==> config.mk <==
export PLATFORM = sky130hd
export DESIGN_NAME = sorted_priority_queue_unit
export DESIGN_NICKNAME = d
export VERILOG_FILES = /design/src/hdl/spq_pkg.sv /design/src/hdl/sorted_priority_queue_unit.sv /design/src/hdl/spq_ram.sv /design/src/hdl/spq_ctrl.sv
export SDC_FILE = /design/constraint.sdc
export NUM_CORES = 2
export LEC_CHECK = 0
export BUFFER_PORTS_ARGS = -buffer_cell sky130_fd_sc_hd__buf_2
export CORE_AREA = 5 5 310 312
export CTS_CLUSTER_SIZE = 40
export DETAILED_ROUTE_END_ITERATION = 16
export DIE_AREA = 0 0 315 317
export PLACE_DENSITY = 0.71
export SLEW_MARGIN = 20
export SYNTH_ARGS = -nofsm -noshare
export SYNTH_HDL_FRONTEND = slang
export SYNTH_HIERARCHICAL = 1
export SYNTH_SLANG_ARGS = --single-unit
==> constraint.sdc <==
create_clock -name clk -period 7.1 [get_ports clk]
set_input_delay 1.42 -clock clk [delete_from_list [all_inputs] [get_ports clk]]
set_output_delay 1.42 -clock clk [all_outputs]
set_load 0.005 [all_outputs]
==> src/hdl/spq_pkg.sv <==
// ----------------------------------------------------------------------------
// spq_pkg
// Shared types and codes for the sorted priority queue: modes, result status,
// sequencer states and the result word handed to the output register.
// ----------------------------------------------------------------------------
package spq_pkg;

    localparam int KEY_W      = 32;
    localparam int PORT_PAY_W = 32;

    typedef enum logic [1:0] {
        MODE_INSERT = 2'd0,
        MODE_LOOKUP = 2'd1,
        MODE_CLEAR  = 2'd2,
        MODE_DUMP   = 2'd3
    } mode_t;

    typedef enum logic [2:0] {
        ST_INSERTED = 3'd0,
        ST_REMOVED  = 3'd1,
        ST_NOTFOUND = 3'd2,
        ST_FULL     = 3'd3,
        ST_DUMP     = 3'd4,
        ST_EMPTY    = 3'd5,
        ST_CLEARED  = 3'd6
    } status_t;

    typedef enum logic [2:0] {
        S_IDLE,
        S_INS,
        S_PUT,
        S_LOOK,
        S_DUMP,
        S_EMIT
    } state_t;

    // One result word from the sequencer to the output register
    typedef struct packed {
        logic                   load;
        status_t                status;
        logic [KEY_W-1:0]       key;
        logic [PORT_PAY_W-1:0]  payload;
        logic                   last;
    } result_req_t;

endpackage

==> src/hdl/sorted_priority_queue_unit.sv <==
// ----------------------------------------------------------------------------
// sorted_priority_queue_unit
// Sorted priority queue on one entry RAM (key and payload per entry), driven
// by a sequencer, with a registered stream output.
// ----------------------------------------------------------------------------
// Work per item: clear walks no entries; insert walks back over the entries
//   with a greater key, none when full; lookup walks every entry, plus the
//   insert walk when a missing key is inserted; dump walks every entry.
// Throughput: one item in flight, the next taken once the result is issued;
//   the RAM read port is walked one entry per cycle, a dump only while out_free.
// Reset clears the entry count and control state; RAM contents stay as they are.
module sorted_priority_queue_unit
    import spq_pkg::*;
#(
    parameter int DEPTH        = 16,
    parameter int PAYLOAD_BITS = 32
) (
    input  logic        clk,
    input  logic        rst_n,
    input  logic        s_tvalid,
    output logic        s_tready,
    input  logic [63:0] s_tdata,   // key[31:0], payload[63:32]
    input  logic [2:0]  s_tuser,   // mode[1:0], insert_if_missing[2]
    output logic        m_tvalid,
    input  logic        m_tready,
    output logic [63:0] m_tdata,   // out_key[31:0], out_payload[63:32]
    output logic [2:0]  m_tuser,   // status[2:0]
    output logic        m_tlast
);

    localparam int AW = $clog2(DEPTH);
    localparam int EW = KEY_W + PAYLOAD_BITS;

    logic                  ram_wr_en;
    logic [AW-1:0]         ram_wr_addr;
    logic [EW-1:0]         ram_wr_data;
    logic                  ram_rd_en;
    logic [AW-1:0]         ram_rd_addr;
    logic [EW-1:0]         ram_rd_data;
    logic                  out_free;
    result_req_t           out_req;

    logic                  m_valid_reg;
    status_t               m_status_reg;
    logic [KEY_W-1:0]      m_key_reg;
    logic [PORT_PAY_W-1:0] m_pay_reg;
    logic                  m_last_reg;

    spq_ram #(
        .WIDTH (EW),
        .DEPTH (DEPTH)
    ) u_ram (
        .clk     (clk),
        .wr_en   (ram_wr_en),
        .wr_addr (ram_wr_addr),
        .wr_data (ram_wr_data),
        .rd_en   (ram_rd_en),
        .rd_addr (ram_rd_addr),
        .rd_data (ram_rd_data)
    );

    spq_ctrl #(
        .DEPTH        (DEPTH),
        .PAYLOAD_BITS (PAYLOAD_BITS)
    ) u_ctrl (
        .clk         (clk),
        .rst_n       (rst_n),
        .in_valid    (s_tvalid),
        .in_ready    (s_tready),
        .in_mode     (mode_t'(s_tuser[1:0])),
        .in_key      (s_tdata[31:0]),
        .in_payload  (s_tdata[63:32]),
        .in_ins      (s_tuser[2]),
        .ram_wr_en   (ram_wr_en),
        .ram_wr_addr (ram_wr_addr),
        .ram_wr_data (ram_wr_data),
        .ram_rd_en   (ram_rd_en),
        .ram_rd_addr (ram_rd_addr),
        .ram_rd_data (ram_rd_data),
        .out_free    (out_free),
        .out_req     (out_req)
    );

    // Output register: free when empty or being taken this cycle
    assign out_free = !m_valid_reg || m_tready;

    always_ff @(posedge clk or negedge rst_n)
    begin
        if (!rst_n)
        begin
            m_valid_reg <= 1'b0;
        end
        else if (out_req.load)
        begin
            m_valid_reg <= 1'b1;
        end
        else if (m_tready)
        begin
            m_valid_reg <= 1'b0;
        end
    end

    always_ff @(posedge clk)
    begin
        if (out_req.load)
        begin
            m_status_reg <= out_req.status;
            m_key_reg    <= out_req.key;
            m_pay_reg    <= out_req.payload;
            m_last_reg   <= out_req.last;
        end
    end

    assign m_tvalid = m_valid_reg;
    assign m_tdata  = {m_pay_reg, m_key_reg};
    assign m_tuser  = m_status_reg;
    assign m_tlast  = m_last_reg;

endmodule

==> src/hdl/spq_ram.sv <==
// ----------------------------------------------------------------------------
// spq_ram
// Generic simple dual-port RAM: one write port, one read port, read data
// registered and held while no read is issued.
// ----------------------------------------------------------------------------
module spq_ram #(
    parameter int WIDTH = 64,
    parameter int DEPTH = 16
) (
    input  logic                     clk,
    input  logic                     wr_en,
    input  logic [$clog2(DEPTH)-1:0] wr_addr,
    input  logic [WIDTH-1:0]         wr_data,
    input  logic                     rd_en,
    input  logic [$clog2(DEPTH)-1:0] rd_addr,
    output logic [WIDTH-1:0]         rd_data
);

    logic [WIDTH-1:0] mem [DEPTH];
    logic [WIDTH-1:0] rd_data_reg;

    // Write and registered read
    always_ff @(posedge clk)
    begin
        if (wr_en)
        begin
            mem[wr_addr] <= wr_data;
        end
        if (rd_en)
        begin
            rd_data_reg <= mem[rd_addr];
        end
    end

    assign rd_data = rd_data_reg;

endmodule

==> src/hdl/spq_ctrl.sv <==
// ----------------------------------------------------------------------------
// spq_ctrl
// Sequencer of the queue: walks the entry RAM one entry a cycle to shift
// entries up on insert, close gaps on removal and read a dump while out_free.
// ----------------------------------------------------------------------------
module spq_ctrl
    import spq_pkg::*;
#(
    parameter int DEPTH        = 16,
    parameter int PAYLOAD_BITS = 32
) (
    input  logic                        clk,
    input  logic                        rst_n,
    // input word
    input  logic                        in_valid,
    output logic                        in_ready,
    input  mode_t                       in_mode,
    input  logic [KEY_W-1:0]            in_key,
    input  logic [PORT_PAY_W-1:0]       in_payload,
    input  logic                        in_ins,
    // entry RAM
    output logic                        ram_wr_en,
    output logic [$clog2(DEPTH)-1:0]    ram_wr_addr,
    output logic [KEY_W+PAYLOAD_BITS-1:0] ram_wr_data,
    output logic                        ram_rd_en,
    output logic [$clog2(DEPTH)-1:0]    ram_rd_addr,
    input  logic [KEY_W+PAYLOAD_BITS-1:0] ram_rd_data,
    // result
    input  logic                        out_free,
    output result_req_t                 out_req
);

    localparam int AW = $clog2(DEPTH);
    localparam int CW = $clog2(DEPTH + 1);

    state_t                  state_reg, state_next;
    logic [CW-1:0]           count_reg, count_next;
    logic [AW-1:0]           idx_reg, idx_next;
    logic [KEY_W-1:0]        key_reg, key_next;
    logic [PORT_PAY_W-1:0]   pay_reg, pay_next;
    logic                    ins_reg, ins_next;
    logic                    found_reg, found_next;
    status_t                 res_status_reg, res_status_next;
    logic [KEY_W-1:0]        res_key_reg, res_key_next;
    logic [PORT_PAY_W-1:0]   res_pay_reg, res_pay_next;

    logic [KEY_W-1:0]        rd_key;
    logic [PAYLOAD_BITS-1:0] rd_pay;
    logic                    tbl_full;
    logic                    tbl_empty;
    logic [AW-1:0]           last_idx;
    logic                    at_last;
    logic                    hit;
    logic                    key_less;

    assign rd_key    = ram_rd_data[KEY_W-1:0];
    assign rd_pay    = ram_rd_data[KEY_W +: PAYLOAD_BITS];
    assign tbl_full  = (count_reg == CW'(DEPTH));
    assign tbl_empty = (count_reg == '0);
    assign last_idx  = AW'(count_reg - CW'(1));
    assign at_last   = (idx_reg == last_idx);
    assign hit       = !found_reg && (rd_key == key_reg);
    assign key_less  = ($signed(key_reg) < $signed(rd_key));

    // State and datapath registers
    always_ff @(posedge clk or negedge rst_n)
    begin
        if (!rst_n)
        begin
            state_reg <= S_IDLE;
            count_reg <= '0;
        end
        else
        begin
            state_reg <= state_next;
            count_reg <= count_next;
        end
    end

    always_ff @(posedge clk)
    begin
        idx_reg        <= idx_next;
        key_reg        <= key_next;
        pay_reg        <= pay_next;
        ins_reg        <= ins_next;
        found_reg      <= found_next;
        res_status_reg <= res_status_next;
        res_key_reg    <= res_key_next;
        res_pay_reg    <= res_pay_next;
    end

    // Next state, RAM control and result request
    always_comb
    begin
        state_next      = state_reg;
        count_next      = count_reg;
        idx_next        = idx_reg;
        key_next        = key_reg;
        pay_next        = pay_reg;
        ins_next        = ins_reg;
        found_next      = found_reg;
        res_status_next = res_status_reg;
        res_key_next    = res_key_reg;
        res_pay_next    = res_pay_reg;

        in_ready    = 1'b0;
        ram_wr_en   = 1'b0;
        ram_wr_addr = idx_reg;
        ram_wr_data = {PAYLOAD_BITS'(pay_reg), key_reg};
        ram_rd_en   = 1'b0;
        ram_rd_addr = idx_reg;

        out_req         = '0;
        out_req.status  = res_status_reg;
        out_req.key     = res_key_reg;
        out_req.payload = res_pay_reg;
        out_req.last    = 1'b1;

        unique case (state_reg)
            S_IDLE:
            begin
                in_ready = 1'b1;
                if (in_valid)
                begin
                    key_next     = in_key;
                    pay_next     = in_payload;
                    ins_next     = in_ins;
                    found_next   = 1'b0;
                    res_key_next = '0;
                    res_pay_next = '0;
                    unique case (in_mode)
                        MODE_INSERT:
                        begin
                            // unless full or empty, shift back from the tail
                            if (tbl_full)
                            begin
                                res_status_next = ST_FULL;
                                state_next      = S_EMIT;
                            end
                            else if (tbl_empty)
                            begin
                                idx_next   = '0;
                                state_next = S_PUT;
                            end
                            else
                            begin
                                ram_rd_en   = 1'b1;
                                ram_rd_addr = last_idx;
                                idx_next    = last_idx;
                                state_next  = S_INS;
                            end
                        end
                        MODE_LOOKUP:
                        begin
                            if (tbl_empty)
                            begin
                                if (in_ins)
                                begin
                                    idx_next   = '0;
                                    state_next = S_PUT;
                                end
                                else
                                begin
                                    res_status_next = ST_NOTFOUND;
                                    state_next      = S_EMIT;
                                end
                            end
                            else
                            begin
                                ram_rd_en   = 1'b1;
                                ram_rd_addr = '0;
                                idx_next    = '0;
                                state_next  = S_LOOK;
                            end
                        end
                        MODE_CLEAR:
                        begin
                            count_next      = '0;
                            res_status_next = ST_CLEARED;
                            state_next      = S_EMIT;
                        end
                        MODE_DUMP:
                        begin
                            if (tbl_empty)
                            begin
                                res_status_next = ST_EMPTY;
                                state_next      = S_EMIT;
                            end
                            else
                            begin
                                ram_rd_en   = 1'b1;
                                ram_rd_addr = '0;
                                idx_next    = '0;
                                state_next  = S_DUMP;
                            end
                        end
                        default:
                        begin
                            state_next = S_IDLE;
                        end
                    endcase
                end
            end

            S_INS:
            begin
                ram_wr_en = 1'b1;
                if (key_less)
                begin
                    // move the larger entry up one slot
                    ram_wr_addr = AW'(idx_reg + AW'(1));
                    ram_wr_data = ram_rd_data;
                    if (idx_reg == '0)
                    begin
                        state_next = S_PUT;
                    end
                    else
                    begin
                        ram_rd_en   = 1'b1;
                        ram_rd_addr = AW'(idx_reg - AW'(1));
                        idx_next    = AW'(idx_reg - AW'(1));
                    end
                end
                else
                begin
                    // drop the new entry after this one
                    ram_wr_addr     = AW'(idx_reg + AW'(1));
                    count_next      = CW'(count_reg + CW'(1));
                    res_status_next = ST_INSERTED;
                    state_next      = S_EMIT;
                end
            end

            S_PUT:
            begin
                ram_wr_en       = 1'b1;
                count_next      = CW'(count_reg + CW'(1));
                res_status_next = ST_INSERTED;
                state_next      = S_EMIT;
            end

            S_LOOK:
            begin
                if (hit)
                begin
                    found_next   = 1'b1;
                    res_key_next = rd_key;
                    res_pay_next = PORT_PAY_W'(rd_pay);
                end
                else if (found_reg)
                begin
                    // close the gap behind the removed entry
                    ram_wr_en   = 1'b1;
                    ram_wr_addr = AW'(idx_reg - AW'(1));
                    ram_wr_data = ram_rd_data;
                end

                if (at_last)
                begin
                    if (hit || found_reg)
                    begin
                        count_next      = CW'(count_reg - CW'(1));
                        res_status_next = ST_REMOVED;
                        state_next      = S_EMIT;
                    end
                    else if (ins_reg)
                    begin
                        // missing key: fall back to insert
                        if (tbl_full)
                        begin
                            res_status_next = ST_FULL;
                            state_next      = S_EMIT;
                        end
                        else
                        begin
                            ram_rd_en   = 1'b1;
                            ram_rd_addr = last_idx;
                            idx_next    = last_idx;
                            state_next  = S_INS;
                        end
                    end
                    else
                    begin
                        res_status_next = ST_NOTFOUND;
                        state_next      = S_EMIT;
                    end
                end
                else
                begin
                    ram_rd_en   = 1'b1;
                    ram_rd_addr = AW'(idx_reg + AW'(1));
                    idx_next    = AW'(idx_reg + AW'(1));
                end
            end

            S_DUMP:
            begin
                // hand one entry a cycle to the output register when free
                if (out_free)
                begin
                    out_req.load    = 1'b1;
                    out_req.status  = ST_DUMP;
                    out_req.key     = rd_key;
                    out_req.payload = PORT_PAY_W'(rd_pay);
                    out_req.last    = at_last;
                    if (at_last)
                    begin
                        state_next = S_IDLE;
                    end
                    else
                    begin
                        ram_rd_en   = 1'b1;
                        ram_rd_addr = AW'(idx_reg + AW'(1));
                        idx_next    = AW'(idx_reg + AW'(1));
                    end
                end
            end

            S_EMIT:
            begin
                if (out_free)
                begin
                    out_req.load = 1'b1;
                    state_next   = S_IDLE;
                end
            end

            default:
            begin
                state_next = S_IDLE;
            end
        endcase
    end

endmodule

==> flow_results.org <==
** Global routing
- The number of global-route vias before repair was 26947.
- First-pass GRT wire length :: 177000 um
- Entering global routing, the biggest net connects 113 pins.
- Global-route usage over all layers :: 0.245
- The number of antenna violations at the first check in global routing was 0.
- Total congestion overflow after global routing :: 0

** Synthesis
- The synthesized netlist contains 69 unique library cells.
- For this run, the register share of the synthesized area comes to 0.759.
- Most used DFF post-synth :: sky130_fd_sc_hd__edfxtp_1
- Count of mapped cells out of synthesis :: 2568
- Area share of the leading cell type in the synthesized netlist :: 0.754
- Netlist Area Pre-Place :: 51500 sq um
- The synthesized design contains 1293 enable-type register cells.
- Counting every net in the synthesized netlist gives 2680.
- By area the synthesized netlist is led by sky130_fd_sc_hd__edfxtp_1, sky130_fd_sc_hd__mux4_2, sky130_fd_sc_hd__a22oi_1.
- Synth Area per Inst :: 20.0 sq um
- In the synthesized netlist the async set-or-reset flop fraction comes to 0.00691.
- Post-synth top area cell :: sky130_fd_sc_hd__edfxtp_1
- Flip-flop and latch count after synthesis :: 1302
- Number of warnings reported in the yosys synthesis log :: 6

** STA
- Setup repair after global routing missed its margin :: no
- Worst clock skew :: 20.7 ps
- Hold Worst Slack :: 525 ps
- Final worst-path cycle share :: 0.808
- Number of endpoints failing setup at the final stage :: 0
- For this run, the top clock speed supported by timing is 174 MHz.
- Rel. slew slack :: 0.263
- Final Critical Period :: 5740 ps
- For the pin with the worst max-slew slack, the measured transition is 1070 ps.
- Setup TNS :: 0 ps
- The number of hold violations in the final report came to 0.
- The max-slew violation count is 0.

** Place
- Gp weighted congestion :: 0.860
- Number of I/O port buffers :: 140
- Detailed placement HPWL :: 64700 um

** Detailed routing
- Drc violations :: 0
- For this block, the via count after detailed routing is 26235.
- Routed signal wires occupy layers up through met4.
- Using the TritonRoute via totals, the vias-per-cell ratio works out to 6.34.
- Before antenna repair, the detailed router went through 7 iterations.
- Detailed router's first-iteration violation count :: 2687
- Final wirelength :: 122000 um
- WL met2 :: 59400 um
- In the final routed layout, each cell accounts on average for 29.4 um.
- In the final routing, the length of wire on met1 measures 46900 um.
- Routed wl met3 :: 11400 um
- Once detail routing completed, the nets flagged for antenna violations numbered 0.

** Critical path
- Along the worst path, the maximum fanout reaches 112.
- The critical path is of the reg2reg type.
- Type of origin of the critical path :: register
- Nature of the critical path endpoint :: register
- Data required time of the critical path :: 7580 ps
- STA puts the critical path data arrival time at 6210 ps.

** Die
- The total area inside the core boundary comes to 92800 sq um.
- Count of pins on the block boundary :: 141
- Die H :: 317 um
- Die area :: 99900 sq um
- Initial Utilization :: 0.555
- DIE WIDTH :: 315 um
- Number of cell rows :: 112

** Clock tree
- Number of hold buffers added after cts :: 0
- The later pin in the worst-skew pair is clocked with a latency of 740 ps.
- The H-tree generated during clock tree synthesis spans 4 levels.
- Clock-pin slew was measured on the worst setup and hold paths at 60 ps.
- In this run, CTS created clock tree buffers numbering 132.
- The clock drives 1302 sinks.
- TritonCTS built the clock tree.
- Number of gates resized after cts :: 0
- The number of setup buffers added after CTS is 0.
- Cell at the root of the clock tree :: sky130_fd_sc_hd__clkbuf_16
- Largest buffer count on any clock path :: 3

** Layout
- The number of antenna diodes in the final layout is 0.
- The register with the most flip-flops in the layout has 1024 of them.
- Commonest cells after routing, fill and taps aside :: sky130_fd_sc_hd__edfxtp_1, sky130_fd_sc_hd__mux4_2, sky130_fd_sc_hd__buf_2, sky130_fd_sc_hd__nand2_1, sky130_fd_sc_hd__clkbuf_16
- Most common cell after layout, fill and taps aside :: sky130_fd_sc_hd__edfxtp_1
- Signed area change from the synthesized netlist to the final layout :: 13.3%
- At the end of the flow, the number of nets in the layout was 2890.
- Layout cell share with drive strength beyond 1 :: 0.280

** Job
- Max_cap viols :: 0

** Worst hold path
- The worst hold path belongs to the class in2async.

** Outcome
- Outcome :: completed
[metrics by stage]
| step | setup WS, ps | instance area, sq um | util | instances |
|---|---|---|---|---|
| 2_1_floorplan | 138 | 51500 | - | 2568 |
| 3_3_place_gp | 541 | 53800 | 0.580 | 3897 |
| 3_5_place_dp | 1450 | 53900 | 0.581 | 3898 |
| 4_1_cts | 1410 | 58200 | 0.628 | 4139 |
| 5_1_grt | 1050 | 58300 | 0.629 | 4139 |
| 6_report | 1360 | 58300 | 0.629 | 4139 |
[final cells by class]
cell class / instances / area (sq um)
fillers: 6340 / 34500
clock buffers: 169 / 3480
well taps: 1254 / 1570
clock inverters: 72 / 886
flip-flops and latches: 1302 / 39100
multi-input cells: 1055 / 11700
repair buffers: 207 / 1340
inverters: 80 / 302
[synthesized netlist by cell type (all sizes together), types with 29 or more instances]
cell,instances
buf,68
edfxtp,1293
mux4,256
nand2,139
mux2i,36
ha,41
clkbuf,63
and2,37
a22oi,131
nor2,102
a21oi,29
mux2,95
inv,80
o21ai,30
[metal layers]
metal | global-route usage | up-vias
met5 | 0 | -
met1 | 0.338 | 13709
li1 | - | 10878
met2 | 0.401 | 1403
met3 | 0.0515 | 245
met4 | 0.0799 | 0
[cells by family (layout without fill, tap and decap cells)]
family          count (synthesis)  after routing  share of synthesized area
flops                        1302           1302                      0.759
mux                           387            387                      0.142
simple gates                  365            365                     0.0329
compound gates                252            252                     0.0344
buf+inv                       211            528                     0.0199
fa+ha+maj                      41             41                    0.00997
xor+xnor                       10             10                    0.00224
[path summary, 6_finish.rpt]
kind / from / end / slack, ps / depth (start not counted)
max in group asynchronous: rst_n / u_ctrl/count_reg[2] / 6400 / 1
setup / recovery: u_ram/rd_data[15] / u_ram/rd_data[50] / 1360 / 14
min in group clk: u_ctrl/res_pay_reg[24] / m_pay_reg[24] / 540 / 1
setup reg to reg: u_ram/rd_data[15] / u_ram/rd_data[50] / 1360 / 14
hold / removal: rst_n / m_tvalid / 530 / 1
hold reg to reg: u_ctrl/res_pay_reg[24] / m_pay_reg[24] / 540 / 1
[critical path: stages, from the launching register on]
cell,delay (ps)
sky130_fd_sc_hd__edfxtp_1,460
sky130_fd_sc_hd__inv_1,110
sky130_fd_sc_hd__ha_1,330
sky130_fd_sc_hd__nand4_1,260
sky130_fd_sc_hd__nor4_2,480
sky130_fd_sc_hd__a21boi_0,860
sky130_fd_sc_hd__o31a_1,370
sky130_fd_sc_hd__o21ai_2,180
sky130_fd_sc_hd__a31oi_1,250
sky130_fd_sc_hd__o31ai_1,90
sky130_fd_sc_hd__o211ai_1,260
sky130_fd_sc_hd__buf_12,690
sky130_fd_sc_hd__mux4_2,610
sky130_fd_sc_hd__a22oi_1,260
sky130_fd_sc_hd__nand2_1,80
Power is not shown: default switching activity piles up to over one toggle a cycle in this logic, so the estimate is an artifact.
